File: config.mk
export PLATFORM = sky130hd
export DESIGN_NAME = cbf_ctrl
export DESIGN_NICKNAME = d
export VERILOG_FILES = /design/src/cbf_pkg.sv /design/src/cbf_ctrl.sv
export VERILOG_INCLUDE_DIRS = /design/src /design/src/src
export SDC_FILE = /design/constraint.sdc
export NUM_CORES = 1
export LEC_CHECK = 0
export CAP_MARGIN = 5
export CORE_AREA = 10 10 47 49
export CTS_CLUSTER_DIAMETER = 50
export DETAILED_ROUTE_END_ITERATION = 10
export DIE_AREA = 0 0 57 59
export DONT_BUFFER_PORTS = 1
export PLACE_DENSITY = 0.41
export SLEW_MARGIN = 15
export SYNTH_ARGS = -nofsm -noshare
export SYNTH_HDL_FRONTEND = slang
export SYNTH_SLANG_ARGS = --single-unit
File: constraint.sdc
create_clock -name clk_i -period 1 [get_ports clk_i]
set_input_delay 0.05 -clock clk_i [delete_from_list [all_inputs] [get_ports clk_i]]
set_output_delay 0.05 -clock clk_i [all_outputs]
set_load 0.02 [all_outputs]
File: src/cubic_bezier_flattener_defines.svh
// Assertion macros shared by the cubic Bezier flattener RTL.
// Each macro expects clk_i and rst_ni in the scope where it is used.
`ifndef CUBIC_BEZIER_FLATTENER_DEFINES_SVH
`define CUBIC_BEZIER_FLATTENER_DEFINES_SVH

// Property must hold at every clock edge outside reset.
`define CBF_ASSERT(lbl, prop, msg) \
  lbl: assert property (@(posedge clk_i) disable iff (!rst_ni) prop) else $error(msg);

// Expression must never be true outside reset.
`define CBF_ASSERT_NEVER(lbl, expr, msg) \
  lbl: assert property (@(posedge clk_i) disable iff (!rst_ni) !(expr)) else $error(msg);

`endif

File: src/cbf_pkg.sv
// Package of the cubic Bezier flattener: controller states, command and
// status structs, register constants. No dependencies.
`default_nettype none
package cbf_pkg;

  localparam int unsigned SEG_REG_W = 7;
  localparam logic [SEG_REG_W-1:0] SEG_RESET = 7'd16;

  localparam logic CMD_MOVE  = 1'b0;
  localparam logic CMD_CURVE = 1'b1;

  typedef enum logic [2:0] {
    ST_IDLE,
    ST_MUL1,
    ST_MUL2,
    ST_INIT,
    ST_STEP,
    ST_CHECK,
    ST_DIV,
    ST_OUT
  } cbf_state_e;

  typedef struct packed {
    logic load;
    logic mul1;
    logic mul2;
    logic init;
    logic step;
    logic div_start;
    logic emit_curve;
    logic emit_last;
  } cbf_dp_cmd_t;

  typedef struct packed {
    logic at_end;
    logic div_done;
  } cbf_dp_sts_t;

endpackage
`default_nettype wire

File: src/cbf_ctrl.sv
// Controller of the cubic Bezier flattener: sequences setup, point steps,
// division and segment hand-off. Uses cbf_pkg and the assertion macros.
`default_nettype none
`include "cubic_bezier_flattener_defines.svh"
module cbf_ctrl import cbf_pkg::*; (
  input  wire logic        clk_i,
  input  wire logic        rst_ni,
  input  wire logic        in_valid_i,
  input  wire logic        in_curve_i,
  output logic             in_ready_o,
  output logic             out_valid_o,
  input  wire logic        out_ready_i,
  input  wire cbf_dp_sts_t sts_i,
  output cbf_dp_cmd_t      cmd_o
);

  cbf_state_e state_q, state_d;

  always_ff @(posedge clk_i or negedge rst_ni) begin
    if (!rst_ni) begin
      state_q <= ST_IDLE;
    end else begin
      state_q <= state_d;
    end
  end

  always_comb begin
    state_d     = state_q;
    cmd_o       = '0;
    in_ready_o  = 1'b0;
    out_valid_o = 1'b0;
    unique case (state_q)
      ST_IDLE: begin
        in_ready_o = 1'b1;
        if (in_valid_i) begin
          cmd_o.load = 1'b1;
          if (in_curve_i == CMD_CURVE) state_d = ST_MUL1;
        end
      end
      ST_MUL1: begin
        cmd_o.mul1 = 1'b1;
        state_d    = ST_MUL2;
      end
      ST_MUL2: begin
        cmd_o.mul2 = 1'b1;
        state_d    = ST_INIT;
      end
      ST_INIT: begin
        cmd_o.init = 1'b1;
        state_d    = ST_STEP;
      end
      ST_STEP: begin
        cmd_o.step = 1'b1;
        state_d    = ST_CHECK;
      end
      ST_CHECK: begin
        if (sts_i.at_end) begin
          cmd_o.emit_last = 1'b1;
          state_d         = ST_OUT;
        end else begin
          cmd_o.div_start = 1'b1;
          state_d         = ST_DIV;
        end
      end
      ST_DIV: begin
        if (sts_i.div_done) begin
          cmd_o.emit_curve = 1'b1;
          state_d          = ST_OUT;
        end
      end
      ST_OUT: begin
        out_valid_o = 1'b1;
        if (out_ready_i) state_d = sts_i.at_end ? ST_IDLE : ST_STEP;
      end
      default: state_d = ST_IDLE;
    endcase
  end

  `CBF_ASSERT(a_done_in_div, sts_i.div_done |-> state_q == ST_DIV, "divider finished outside divide wait")

endmodule
`default_nettype wire

### Word level (Yosys, flattened, before mapping)

Index checks and enable logic that the tools add are counted.
W data, S select, Z words.

* ROM bits: 0
* logic and storage cells: 35
* flip-flop bits (word level): 3
* bits in writable memories: 0
* latch bits: 0
* output and inout bits: 10
* memories: 0
* input bits: 7

* reduce and logical (&&, ||, !) cells: 2
* multiply operators: 0
* shift-type cells: 0
* order comparisons: 0
* add/subtract/negate cells: 0
* divide/modulo/power cells: 0
* muxes and demuxes: 21
* bitwise operators: 0
* eq/ne operators: 11

Operators with widths (count)
* $pmux W3 S8: 1
* $mux W1: 15
* $mux W3: 5
* $eq A3 B3 Y1 const B: 4
* $ne A2 B2 Y1 const B: 4
* $eq A3 B2 Y1 const B: 2
* $reduce_and A4 Y1: 1
* $eq A3 B1 Y1 const B: 1
* $logic_not A3 Y1: 1

### Depth between registers and ports, before layout

Gate-level depths: netlist (run 1).

* word-level depth: 3
* mapped depth: 4
* depth with buffers taken out: 3

### Worst setup path before layout (run 1)

Ideal clock, no wire load.

* kind: register -> output
* start point: register state_q[0]
* end point: output port cmd_o[7] (netlist bit)
* setup slack: -212 ps
* data arrival time: 1162 ps
* stages on the path, launching flop included: 4
* path buffers: 1
* data required time: 950 ps
* cell sequence: dfrtp_1 buf_4 nor3_2 and2_1

RTL lines
* start, declared: RTL line cbf_ctrl.sv:17 `cbf_state_e state_q, state_d;`
* start signal, assigned: RTL line cbf_ctrl.sv:23 `state_q <= state_d;`
* end, declared: RTL line cbf_ctrl.sv:14 `output cbf_dp_cmd_t cmd_o`

==> reports/results.tsv, run 1 <==
stage	metric	value	unit
floorplanning	die_w	57	microns
logic_synthesis	synth_edf_count	0	
routing	drc	0	
routing	wl_per_cell	13.6	microns
logic_synthesis	yosysWarnings	0	
logic_synthesis	synth_ff_type	dfrtp_1	
setup_path	crit_fanout	8	
floorplanning	num_rows	14	
power	max-vdd-ir-drop	1.20	mV
finish	multi_input_area	220	sq um
finish	reg.largest.list	state_q (3)	
clock_network	cts-buffers-inserted	3	
outcome	failed_checks	negative setup slack	
run	maxCapViolCount	0	
power	p_per_area	3500	nW/um^2
logic_synthesis	syn-num-nets	37	
logic_synthesis	yosysSeqAreaShare	28.8	%
sta	final-setup-viol-count	12	
setup_path	cp-start-kind	flop	
routing	antenna_left	0	
finish	largest_reg_flops	3	
logic_synthesis	netlist_instances	30	
finish	fin_area	528	sq um
sta	hold_viol	0	
finish	regArea	77.6	sq um
routing	wl	868	microns
clock_network	clk_latency	0.23	ns
global_route	grt_pass1_vias	305	
logic_synthesis	ys_types	22	
placement	dp_slack	-0.0912	ns
routing	drt_iter0_drc	4	
routing	vias	290	
min_path	holdCritPathClass	input port to flop	
placement	place_hpwl	668	microns
finish	insertedDiodeCount	0	
placement	port_buffers	0	
power	p_leak	0.000227	uW
finish	regMostFlops	state_q	
sta	tns	-1.89	ns
sta	slew_violations	0	
logic_synthesis	avgSynthCellArea	8.68	sq um
finish	drive_gt1_share	75.0	%
logic_synthesis	synthArstFlopShare	100	%
floorplanning	pin_count	17	
setup_path	critPathKind	flop to primary output	
floorplanning	start_util	18.6	%
clock_network	cts_tree	yes	
floorplanning	die_h	59	microns
sta	fmax	0.815	GHz
finish	fillers	154	
global_route	grt_first_pass_wirelength	1420	microns
finish	final_cell_mix	10 x buf_6, 5 x buf_4, 3 x clkbuf_4	
routing	vias_per_cell	4.53	
logic_synthesis	netlist_area	260	sq um
setup_path	end_kind	primary output	
sta	period_share	123	%
global_route	track_usage	5.58	%
placement	placed_cell_area	354	sq um
sta	fin_ws	-0.227	ns
floorplanning	dieArea	3360	sq um
clock_network	cts-root-buf	clkbuf_4	
global_route	grt_max_degree	9	
finish	syn_to_final_growth	103	%
sta	fin_crit	1.23	ns
finish	fin_util	37.7	%
clock_network	clockBufferDepth	2	
global_route	antenna_found_initial	0	
clock_network	path_clk_slew	0.04	ns
global_route	overflow	0	
logic_synthesis	synth_top_area_share	28.8	%
setup_path	cp_data_arrival_time	1.18	ns
sta	slew_headroom	83.6	%
sta	worst_pin_slew	0.244	ns
routing	firstDrtPassIters	3	
finish	layout_commonest_cell	buf_6	
setup_path	critPathRequiredTime	0.95	ns
sta	finClkSkew	0.00267	ns
logic_synthesis	synth-seq-cells	3	
floorplanning	core	1400	sq um
sta	rsz0062_at_grt	yes	
outcome	status	complete, but fails checks	
clock_network	clock-sinks	3	
placement	gp_congestion	0.777	
logic_synthesis	synth_area_leader_cell	dfrtp_1	
finish	fin_nets	56	
logic_synthesis	ys_top_cells_by_area	dfrtp_1 29%, buf_4 5.8%, nor2_1 5.8%	
clock_network	cts-htree-levels	1	
worst paths after layout:
path | startpoint | end | slack (ns) | cells after the start
min in group asynchronous | rst_ni | state_q[0] | 0.07 | 1
min | out_ready_i | state_q[1] | 0.006 | 2
min reg2reg | state_q[2] | state_q[0] | 0.65 | 2
max | state_q[1] | cmd_o[7] | -0.23 | 3
max in group asynchronous | rst_ni | state_q[2] | 0.77 | 1
max reg2reg | state_q[0] | state_q[0] | -0.18 | 4
what timing repair did:
item                       CTS  global route
setup endpoints to repair   13            13
setup buffers                5             1
gates cloned                 0             0
pin swaps                    3             3
gates resized for setup     11            16
hold endpoints to repair     3             0
hold buffers                 1             0
kinds of logic after synthesis:
family	after synthesis	share of synthesized area, %
AO/OA/AOI/OAI	6	18.3
buffers and inverters	4	11.5
flip-flops	3	28.8
AND/OR/NAND/NOR	17	41.3
routing by layer:
layer	track usage [%]	routed length [microns]	vias to the layer above
met2	7.75	371	16
li1	-	-	142
met5	0	0	-
met3	3.00	107	2
met1	5.60	370	130
met4	6.04	19	0
cell type report:
cell class	instances	share of cell area [%]
Inverter	1	0.711
Multi-Input combinational cell	23	41.7
Clock buffer	4	4.98
Tap cell	16	3.79
Timing Repair Buffer	17	34.1
Sequential cell	3	14.7
through the flow:
step | total power (uW) | std cells | hold WS (ns)
global placement | 1110 | 53 | -0.245
detailed placement | 1130 | 53 | -0.245
CTS | 1620 | 63 | 0.000719
floorplan | 854 | 30 | -0.246
global route | 1990 | 64 | 0.00819
finish | 1850 | 64 | 0.00620
critical path, cell delays in order, from the launching register on:
cell and delay (ns):
dfrtp_1 0.41, buf_12 0.16, nor3_4 0.18, and2_4 0.20
cell usage after synthesis, drive strengths merged, types with 2 or more instances:
master and instances:
nor3 2, nand2 3, nor2 4, buf 3, and2 2, dfrtp 3, a211oi 2
report_power, final:
group	switching (uW)	internal, uW	total [uW]
sequential	106	188	295
combinational	617	724	1340
clock	61.7	149	211
No activity file was read; power rests on OpenSTA's default activity.
==> run 2, diff against run 1 <==
- CORE_AREA: 10 10 47 49 -> 5 5 42 44
- DIE_AREA: 0 0 57 59 -> 0 0 47 49
==> run 2 against run 1 <==
  * The run still ends with negative setup slack left
  * First-iteration DRC count decreased by 50%
  * Clock skew decreased by 0.00056 ns
  * Largest cell class unchanged
  * Highest routed layer is now met3
  * Sequential power shrank 2%
  * Design area fell by 4.7%
  * Global-route usage up 2.6 points
  * Combinational power is 3% lower
  * Sequential cell count is the same
  * Via count did not move
  * Clock power barely moved
==> reports/results.tsv, run 2 (synthesis results as in run 1) <==
stage	metric	value	unit	change
clock_network	cts_tree	yes		
placement	dp_cells	54		+1.9%
power	p_sw_share	43.2	%	+0.71 points
clock_network	clockBufferDepth	2		unchanged
sta	slew_headroom	83.6	%	about the same
finish	final_cell_mix	8 x buf_6, 6 x buf_4, 3 x clkbuf_4		
setup_path	critPathRequiredTime	0.95	ns	about the same
finish	insertedDiodeCount	0		unchanged
finish	reg.largest.list	state_q (3)		
power	seq_power_share	16.0	%	about the same
finish	drive_gt1_share	74.5	%	-0.53 points
global_route	grt_max_degree	8		-1
setup_path	crit_family	flip-flops		
power	combPwrFrac	72.1	%	-0.5 points
power	p_leak	0.000215	uW	-5.0%
routing	drt_iter0_drc	2		-2
sta	worst_pin_slew	0.245	ns	+0.000142 ns
setup_path	cpPeakStageDelay	0.41	ns	about the same
sta	fin_crit	1.22	ns	-0.0119 ns
routing	wl_per_cell	13.5	microns	-0.17%
global_route	grt_pass1_vias	298		-2.3%
finish	layout_commonest_cell	buf_6		
floorplanning	core	1400	sq um	unchanged
setup_path	end_kind	primary output		
global_route	overflow	0		unchanged
clock_network	clock-sinks	3		unchanged
finish	final_cell_count_no_fill	63		-1.6%
global_route	antenna_found_initial	0		unchanged
sta	fmax	0.823	GHz	+0.98%
sta	tns	-1.89	ns	+0.00342 ns
finish	fin_area	503	sq um	-4.7%
finish	fin_nets	55		-1.8%
setup_path	cp_cell_sequence	buf_12, nor3_4, and2_4		
floorplanning	die_w	47	microns	-18%
outcome	failed_checks	negative setup slack		
min_path	holdCritPathClass	input port to flop		
clock_network	cts-root-buf	clkbuf_4		
power	p_int	1030	uW	-3.3%
finish	syn_to_final_growth	93.3	%	
floorplanning	num_rows	14		unchanged
routing	vias_per_cell	4.60		+1.6%
finish	regMostFlops	state_q		
placement	gp_congestion	0.711		-8.4%
sta	period_share	122	%	-1.2 points
setup_path	cp_num_buf_inv	1		unchanged
global_route	track_usage	8.18	%	+2.6 points
global_route	grt_first_pass_wirelength	1300	microns	-8.2%
placement	place_hpwl	559	microns	-16%
floorplanning	dieArea	2300	sq um	-32%
sta	slew_violations	0		unchanged
clock_network	path_clk_slew	0.04	ns	about the same
floorplanning	die_h	49	microns	-17%
finish	largest_reg_flops	3		unchanged
sta	whs	0.00548	ns	-0.000729 ns
setup_path	critPathKind	flop to primary output		
sta	rsz0062_at_grt	yes		
setup_path	crit_path_top_delay_cell	dfrtp_1		
power	power.switching	781	uW	-0.52%
sta	finClkSkew	0.00211	ns	-0.000557 ns
placement	port_buffers	0		unchanged
power	power.total	1810	uW	-2.1%
clock_network	cts-htree-levels	1		unchanged
sta	hold_viol	0		unchanged
floorplanning	pin_count	17		unchanged
outcome	status	complete, but fails checks		
power	p_per_area	3590	nW/um^2	+2.7%
clock_network	cts-buffers-inserted	3		unchanged
routing	vias	290		unchanged
setup_path	crit_fanout	7		-1
power	clockPowerShare	11.8	%	+0.4 points
routing	wl	853	microns	-1.7%
setup_path	cp-start-kind	flop		
run	maxCapViolCount	0		unchanged
routing	antenna_left	0		unchanged
placement	placed_cell_area	362	sq um	+2.1%
power	max-vdd-ir-drop	1.00	mV	-16%
sta	fin_ws	-0.216	ns	+0.0119 ns
finish	fillers	151		-1.9%
floorplanning	start_util	18.6	%	unchanged
sta	final-setup-viol-count	12		unchanged
routing	drc	0		unchanged
clock_network	clk_latency	0.23	ns	about the same
routing	firstDrtPassIters	2		-1
setup_path	cp_data_arrival_time	1.17	ns	about the same
## run 2: worst reg2reg max path, stage by stage (launching register included)
cell and delay, ns:
dfrtp_1 0.41, buf_12 0.16, buf_6 0.11, o211ai_1 0.24, a211oi_2 0.11
## run 2: path summary, 6_finish.rpt
kind | from | end | slack (ns) | cells after the start
max | state_q[1] | cmd_o[7] | -0.22 | 3
min reg2reg | state_q[2] | state_q[2] | 0.69 | 2
max in group asynchronous | rst_ni | state_q[2] | 0.78 | 1
min | out_ready_i | state_q[1] | 0.005 | 2
max reg2reg | state_q[1] | state_q[0] | -0.15 | 4
min in group asynchronous | rst_ni | state_q[0] | 0.07 | 1
## run 2: area by class of cell
type / instances / area [sq um] / area share (%)
inverter: 1 / 3.75 / 0.746
tap: 16 / 20.0 / 3.98
multi-input combinational: 23 / 210 / 41.8
clock buffer: 4 / 26.3 / 5.22
sequential: 3 / 77.6 / 15.4
timing repair buffer: 16 / 165 / 32.8
## run 2: timing repair
action,CTS,global route
pin swaps,4,5
buffers inserted,3,1
hold buffers,1,0
resized for setup,12,13
hold endpoints to repair,3,0
setup endpoints to repair,12,13
## run 2: power by group through the flow
stage | registers (uW) | clock network (uW) | logic [uW]
floorplan | 198 | 0 | 656
global placement | 291 | 0 | 843
detailed placement | 298 | 0 | 855
CTS | 288 | 225 | 1050
global route | 309 | 237 | 1390
finish | 290 | 214 | 1300
## run 2: layer usage
metal	up-vias	wire [microns]	share of wire (%)	track usage, %
li1	138	-	-	-
met1	138	329	39	9.71
met2	14	408	48	9.95
met3	0	115	13	4.80
met4	0	0	0	6.91
met5	-	0	0	0
## run 2: stage by stage
stage,util [%],worst slack (ns)
after floorplan,-,-0.0957
after detailed placement,25.8,-0.0832
final,35.9,-0.216
after CTS,31.7,-0.220
after global routing,35.9,-0.290
after global placement,25.8,-0.0511
